File: src/design/itpi_pkg.sv
// itpi_pkg: shared types and constants of the interval timer port interface
// no dependencies; used by itpi_regs and interval_timer_port_interface_top
`default_nettype none

package itpi_pkg;

  localparam int unsigned NUM_CH   = 3;
  localparam int unsigned COUNT_W  = 16;
  localparam int unsigned BYTE_W   = 8;
  localparam int unsigned IN_TDATA_W  = 16;
  localparam int unsigned OUT_TDATA_W = 8;

  // register select codes
  localparam logic [1:0] SEL_CTRL = 2'd3;

  // bus operation codes
  localparam logic OP_READ  = 1'b0;
  localparam logic OP_WRITE = 1'b1;

  // channel access modes (control word bits 5..4)
  typedef enum logic [1:0] {
    ACC_LATCH = 2'd0,
    ACC_LSB   = 2'd1,
    ACC_MSB   = 2'd2,
    ACC_LOHI  = 2'd3
  } acc_mode_t;

  // value returned on a read of the control register
  localparam logic [BYTE_W-1:0] CTRL_READ_VAL = 8'hFF;

  // one bus access as it travels from the input register to the register file
  typedef struct packed {
    logic              op;
    logic [1:0]        sel;
    logic [BYTE_W-1:0] wdata;
  } itpi_access_t;

endpackage

`default_nettype wire

File: src/design/itpi_regs.sv
// itpi_regs: per-channel timer registers, control word decode and read byte select
// depends on itpi_pkg
`default_nettype none

module itpi_regs (
  input  wire logic                         clk,
  input  wire logic                         rst_n,
  input  wire logic                         acc_en,
  input  wire itpi_pkg::itpi_access_t       acc,
  output logic [itpi_pkg::BYTE_W-1:0]       rd_data
);

  logic [itpi_pkg::COUNT_W-1:0] count_r    [itpi_pkg::NUM_CH];
  logic [itpi_pkg::COUNT_W-1:0] count_nxt  [itpi_pkg::NUM_CH];
  logic [itpi_pkg::COUNT_W-1:0] latch_r    [itpi_pkg::NUM_CH];
  logic [itpi_pkg::COUNT_W-1:0] latch_nxt  [itpi_pkg::NUM_CH];
  itpi_pkg::acc_mode_t          amode_r    [itpi_pkg::NUM_CH];
  itpi_pkg::acc_mode_t          amode_nxt  [itpi_pkg::NUM_CH];
  logic [2:0]                   omode_r    [itpi_pkg::NUM_CH];
  logic [2:0]                   omode_nxt  [itpi_pkg::NUM_CH];
  logic                         wph_r      [itpi_pkg::NUM_CH];
  logic                         wph_nxt    [itpi_pkg::NUM_CH];
  logic                         rph_r      [itpi_pkg::NUM_CH];
  logic                         rph_nxt    [itpi_pkg::NUM_CH];
  logic                         pend_r     [itpi_pkg::NUM_CH];
  logic                         pend_nxt   [itpi_pkg::NUM_CH];

  always_comb begin
    logic                         ctrl_hit;
    logic                         data_hit;
    logic [itpi_pkg::COUNT_W-1:0] v;
    itpi_pkg::acc_mode_t          new_acc;

    rd_data = ((acc.op == itpi_pkg::OP_READ) && (acc.sel == itpi_pkg::SEL_CTRL)) ?
              itpi_pkg::CTRL_READ_VAL : '0;
    new_acc = itpi_pkg::acc_mode_t'(acc.wdata[5:4]);

    for (int i = 0; i < itpi_pkg::NUM_CH; i++) begin
      count_nxt[i] = count_r[i];
      latch_nxt[i] = latch_r[i];
      amode_nxt[i] = amode_r[i];
      omode_nxt[i] = omode_r[i];
      wph_nxt[i]   = wph_r[i];
      rph_nxt[i]   = rph_r[i];
      pend_nxt[i]  = pend_r[i];

      ctrl_hit = (acc.op == itpi_pkg::OP_WRITE) && (acc.sel == itpi_pkg::SEL_CTRL) &&
                 (acc.wdata[7:6] == 2'(i));
      data_hit = (acc.sel == 2'(i));
      v = pend_r[i] ? latch_r[i] : count_r[i];

      if (ctrl_hit) begin
        if (new_acc == itpi_pkg::ACC_LATCH) begin
          latch_nxt[i] = count_r[i];
          pend_nxt[i]  = 1'b1;
          rph_nxt[i]   = 1'b0;
        end else begin
          amode_nxt[i] = new_acc;
          omode_nxt[i] = acc.wdata[3:1];
          wph_nxt[i]   = 1'b0;
          rph_nxt[i]   = 1'b0;
        end
      end else if (data_hit && (acc.op == itpi_pkg::OP_WRITE)) begin
        case (amode_r[i])
          itpi_pkg::ACC_LOHI: begin
            if (!wph_r[i]) begin
              count_nxt[i] = {count_r[i][15:8], acc.wdata};
              wph_nxt[i]   = 1'b1;
            end else begin
              count_nxt[i] = {acc.wdata, count_r[i][7:0]};
              wph_nxt[i]   = 1'b0;
            end
          end
          itpi_pkg::ACC_LSB: count_nxt[i] = {8'h00, acc.wdata};
          itpi_pkg::ACC_MSB: count_nxt[i] = {acc.wdata, 8'h00};
          default: ;
        endcase
      end else if (data_hit) begin
        // data read: byte order follows access mode and read phase
        if (amode_r[i] == itpi_pkg::ACC_LOHI) begin
          if (!rph_r[i]) begin
            rd_data    = v[7:0];
            rph_nxt[i] = 1'b1;
          end else begin
            rd_data     = v[15:8];
            rph_nxt[i]  = 1'b0;
            pend_nxt[i] = 1'b0;
          end
        end else begin
          pend_nxt[i] = 1'b0;
          rd_data = (amode_r[i] == itpi_pkg::ACC_LSB) ? v[7:0] : v[15:8];
        end
      end
    end
  end

  always_ff @(posedge clk) begin
    if (!rst_n) begin
      for (int i = 0; i < itpi_pkg::NUM_CH; i++) begin
        count_r[i] <= '0;
        latch_r[i] <= '0;
        amode_r[i] <= itpi_pkg::ACC_LATCH;
        omode_r[i] <= '0;
        wph_r[i]   <= 1'b0;
        rph_r[i]   <= 1'b0;
        pend_r[i]  <= 1'b0;
      end
    end else if (acc_en) begin
      for (int i = 0; i < itpi_pkg::NUM_CH; i++) begin
        count_r[i] <= count_nxt[i];
        latch_r[i] <= latch_nxt[i];
        amode_r[i] <= amode_nxt[i];
        omode_r[i] <= omode_nxt[i];
        wph_r[i]   <= wph_nxt[i];
        rph_r[i]   <= rph_nxt[i];
        pend_r[i]  <= pend_nxt[i];
      end
    end
  end

endmodule

`default_nettype wire

File: src/design/interval_timer_port_interface_top.sv
// interval_timer_port_interface_top: stream wrapper around the timer register file
// depends on itpi_pkg and itpi_regs
`default_nettype none

// register interface of a three-channel interval timer (no counting)
// each input item is one bus access: read or write of channel data
// register 0..2 or of the control word register 3
// every input item gives exactly one result item holding the read byte
// (255 for a control register read, 0 for any write)
// pipeline: input register, then the register file update and read byte
// select (combinational), then the result register
// throughput: one item per cycle while the receiver takes results;
// accesses may come back to back
// when the receiver stalls the result register holds, the input register
// fills, and in_tready drops only once both are full
// reset (rst_n low, synchronous) empties both registers and clears all
// channel state to zero

module interval_timer_port_interface_top (
  input  wire logic                                 clk,
  input  wire logic                                 rst_n,
  // input item
  input  wire logic                                 in_tvalid,
  output logic                                      in_tready,
  // [0] operation, [2:1] register_select, [10:3] write_data, [15:11] zero
  input  wire logic [itpi_pkg::IN_TDATA_W-1:0]      in_tdata,
  // result item
  output logic                                      out_tvalid,
  input  wire logic                                 out_tready,
  // [7:0] read_data
  output logic [itpi_pkg::OUT_TDATA_W-1:0]          out_tdata
);

  // input register
  itpi_pkg::itpi_access_t item_r;
  logic                   item_valid_r;
  logic                   item_valid_nxt;

  // result register
  logic [itpi_pkg::BYTE_W-1:0] res_r;
  logic                        res_valid_r;
  logic                        res_valid_nxt;

  logic                        advance;   // item moves into the result register
  logic                        in_fire;
  logic [itpi_pkg::BYTE_W-1:0] rd_byte;

  assign advance   = item_valid_r && (!res_valid_r || out_tready);
  assign in_tready = !item_valid_r || advance;
  assign in_fire   = in_tvalid && in_tready;

  assign item_valid_nxt = in_fire || (item_valid_r && !advance);
  assign res_valid_nxt  = advance || (res_valid_r && !out_tready);

  // register file sees each access exactly once, when it advances
  itpi_regs u_regs (
    .clk     (clk),
    .rst_n   (rst_n),
    .acc_en  (advance),
    .acc     (item_r),
    .rd_data (rd_byte)
  );

  always_ff @(posedge clk) begin
    if (!rst_n) begin
      item_valid_r <= 1'b0;
      res_valid_r  <= 1'b0;
    end else begin
      item_valid_r <= item_valid_nxt;
      res_valid_r  <= res_valid_nxt;
    end
  end

  // payload registers, no reset needed
  always_ff @(posedge clk) begin
    if (in_fire) begin
      item_r.op    <= in_tdata[0];
      item_r.sel   <= in_tdata[2:1];
      item_r.wdata <= in_tdata[10:3];
    end
    if (advance) begin
      res_r <= rd_byte;
    end
  end

  assign out_tvalid = res_valid_r;
  assign out_tdata  = res_r;

endmodule

`default_nettype wire

File: config.mk
export PLATFORM = sky130hd
export DESIGN_NAME = interval_timer_port_interface_top
export DESIGN_NICKNAME = d
export VERILOG_FILES = /design/src/design/itpi_pkg.sv /design/src/design/itpi_regs.sv /design/src/design/interval_timer_port_interface_top.sv
export SDC_FILE = /design/constraint.sdc
export NUM_CORES = 1
export LEC_CHECK = 0
export ABC_AREA = 1
export BUFFER_PORTS_ARGS = -buffer_cell sky130_fd_sc_hd__buf_2
export CAP_MARGIN = 15
export CORE_ASPECT_RATIO = 0.7
export CORE_UTILIZATION = 50
export CTS_BUF_LIST = sky130_fd_sc_hd__clkbuf_16
export DETAILED_ROUTE_END_ITERATION = 8
export MAX_ROUTING_LAYER = met4
export PLACE_DENSITY = 0.69
export SLEW_MARGIN = 10
export SYNTH_ARGS = -nofsm -noshare
export SYNTH_HDL_FRONTEND = slang
export SYNTH_SLANG_ARGS = --single-unit
File: constraint.sdc
create_clock -name clk -period 3.1 [get_ports clk]
set_clock_uncertainty 0.05 [all_clocks]
set_input_delay 0.62 -clock clk [delete_from_list [all_inputs] [get_ports clk]]
set_output_delay 0.62 -clock clk [all_outputs]
set_load 0.01 [all_outputs]
==> results.sh <==
export IMPL_status="complete, no violations"
export IMPL_required_ps=3220
export IMPL_vias_per_cell=5.18
export IMPL_worstMarginPinSlew_ps=952
export IMPL_detail_route_wl_per_cell_um=15.4
export IMPL_postPlaceCellArea_sq_um=6790
export IMPL_cts_root_buf="clkbuf_16"
export IMPL_cts_hold_buf=0
export IMPL_drt_first_iter_violations=564
export IMPL_nNetsFinal=797
export IMPL_antenna_cells=0
export IMPL_cts_repair_resized=0
export IMPL_fin_area_sq_um=7370
export IMPL_core_rowCount=34
export IMPL_vdd_drop_max_mv=0.430
export IMPL_antenna_left=0
export IMPL_cts_buffers=17
export IMPL_synthCells=731
export IMPL_antenna_found_initial=0
export IMPL_synth_seq_cells=132
export IMPL_fp_coreArea_sq_um=12500
export IMPL_synth_ff_type="edfxtp_1"
export IMPL_total_power_mw=4.61
export IMPL_rrSetupSlack_ps=930
export IMPL_clock_path_buffers=2
export IMPL_rsz0062_at_grt="no"
export IMPL_p_per_area_nw_per_um2=626
export IMPL_synth_most_common_cell="nand2_1"
export IMPL_synth_top_area_cell="edfxtp_1"
export IMPL_hold_path_class="in2reg"
export IMPL_drc=0
export IMPL_grt_max_degree=35
export IMPL_p_leak_nw=3.31
export IMPL_fin_cells=943
export IMPL_cts_tree="done"
export IMPL_clock_fmax_ghz=0.461
export IMPL_syn_area_sq_um=6470
export IMPL_ios=30
export IMPL_start_kind="flop"
export IMPL_synth_edff_count=130
export IMPL_die_area_sq_um=13400
export IMPL_fin_setup_tns_ps=0
export IMPL_routed_wl_um=14500
export IMPL_yosysSeqAreaShare_pct=60.9
export IMPL_syn_num_nets=760
export IMPL_gr_total_overflow=0
export IMPL_place_hpwl_um=10200
export IMPL_htreeDepth=4
export IMPL_pwr_share_comb_pct=10.7
export IMPL_synth_common_cells="218 x nand2_1, 130 x edfxtp_1, 123 x inv_1, 123 x nor2_1, 29 x nand3_1"
export IMPL_vias=4887
export IMPL_gp_congestion=0.885
export IMPL_die_y_um=97.2
export IMPL_port_buffers=24
export IMPL_slew_limit_headroom_pct=36.5
export IMPL_grt_pass1_wl_um=23300
export IMPL_crit_type="reg2reg"
export IMPL_p_sw_share_pct=24.4
export IMPL_min_period_ps=2170
export IMPL_cts_setup_buffers=0
export IMPL_start_util_pct=51.7
export IMPL_clkPwrFrac_pct=42.3
export IMPL_first_global_vias=4656
export IMPL_fp_dieW_um=138
export IMPL_pre_cts_ws_ps=619
export IMPL_synth_cell_types=25
export IMPL_drt_first_pass_iters=5
export IMPL_seq_power_share_pct=47.0
export IMPL_switching_power_mw=1.13
export IMPL_arrival_ps=2290
export IMPL_synth_top_area_share_pct=60.3
export IMPL_drv_cap=0
export IMPL_p_int_mw=3.49
export IMPL_ys_warn_count=0
export IMPL_drv_slew=0
export IMPL_fin_crit_sh_pct=70.0
export IMPL_setup_viol=0
export IMPL_grtUsageTotal_pct=24.4
export IMPL_yosys_top_cells_area="edfxtp_1 60%, nand2_1 13%, inv_1 7.1%"
export IMPL_crit_fanout=8
export IMPL_end_kind="flop"
export IMPL_layout_setup_ws_ps=929
export IMPL_hold_violations=0
export IMPL_drive_gt1_share_pct=9.73
export IMPL_synth_avg_cell_area_sq_um=8.85
export IMPL_clock_latency_ps=420
export IMPL_synthArstFlopShare_pct=0
export IMPL_clkTransAtPathRegs_ps=50
export IMPL_place_inst=911
export IMPL_syn2layout_area_growth_pct=13.9
export IMPL_clock_sinks=132
==> state kept, by name, indices dropped and copies added, names as in the netlist <==
signal,flops
u_regs.pend_r,3
u_regs.count_r,48
item_r,11
u_regs.rph_r,3
u_regs.latch_r,48
out_tvalid,1
item_valid_r,1
u_regs.wph_r,3
out_tdata,8
u_regs.amode_r,6
==> layout by cell type (no fill, tap or decap), drive strengths merged <==
master / instances
o21ai: 34
dfxtp: 2
nand2: 219
a211oi: 1
inv: 132
clkbuf: 17
o211ai: 2
ha: 9
clkinv: 6
a22oi: 3
o31ai: 3
nor2: 130
bufinv: 3
edfxtp: 130
a41oi: 1
buf: 37
a31oi: 5
nand3: 29
a21oi: 11
nor3: 4
clkinvlp: 3
==> metal layers <==
metal  wire, um  global-route usage (%)
met1       6810                    35.3
met2       6340                    34.3
met3       1060                    4.43
met4        329                    8.70
met5          0                       -
==> power by group through the flow <==
stage | Clock (mW) | Sequential [mW] | Combinational, mW
floorplan | 0 | 2.18 | 0.344
global placement | 0 | 2.20 | 0.473
detailed placement | 0 | 2.21 | 0.485
CTS | 1.96 | 2.17 | 0.488
global route | 2.04 | 2.18 | 0.557
finish | 1.95 | 2.17 | 0.493
==> per-stage QoR <==
step	hold slack, ps	utilization, %
global route	321	58.9
finish	331	58.9
global placement	405	54.3
floorplan	393	-
detailed placement	411	54.3
CTS	323	58.9
==> worst max-delay path, cell delays in order (launching register included) <==
cell      delay, ps
edfxtp_1        450
ha_1            310
o21ai_1         560
o21ai_0         200
nand3_1         150
nand3_1         100
nand2_1          80
inv_1            40
==> cell families (layout without fill, tap and decap cells) <==
| logic type | Yosys count | after routing | share of synthesized area [%] |
|---|---|---|---|
| AO/OA/AOI/OAI | 60 | 60 | 5.14 |
| adder cells (fa/ha/maj) | 9 | 9 | 1.74 |
| buffers and inverters | 148 | 198 | 8.99 |
| flip-flops | 132 | 132 | 60.9 |
| AND/OR/NAND/NOR | 382 | 382 | 23.2 |
==> worst paths after layout <==
check / start / to / depth (start not counted)
min reg2reg: item_valid_r / out_tvalid / 2
min: in_tdata[6] / item_r[3] / 1
max: u_regs.amode_r[0][2] / out_tdata[6] / 7
max reg2reg: u_regs.amode_r[0][2] / out_tdata[6] / 7
==> final cells by class <==
type,instances,area [sq um]
Sequential cell,132,3940
Multi-Input combinational cell,451,1950
Clock inverter,15,150
Clock buffer,17,425
Inverter,129,484
Timing Repair Buffer,37,218
Fill cell,1088,5140
Tap cell,162,203
(Power assumes the default switching activity.)
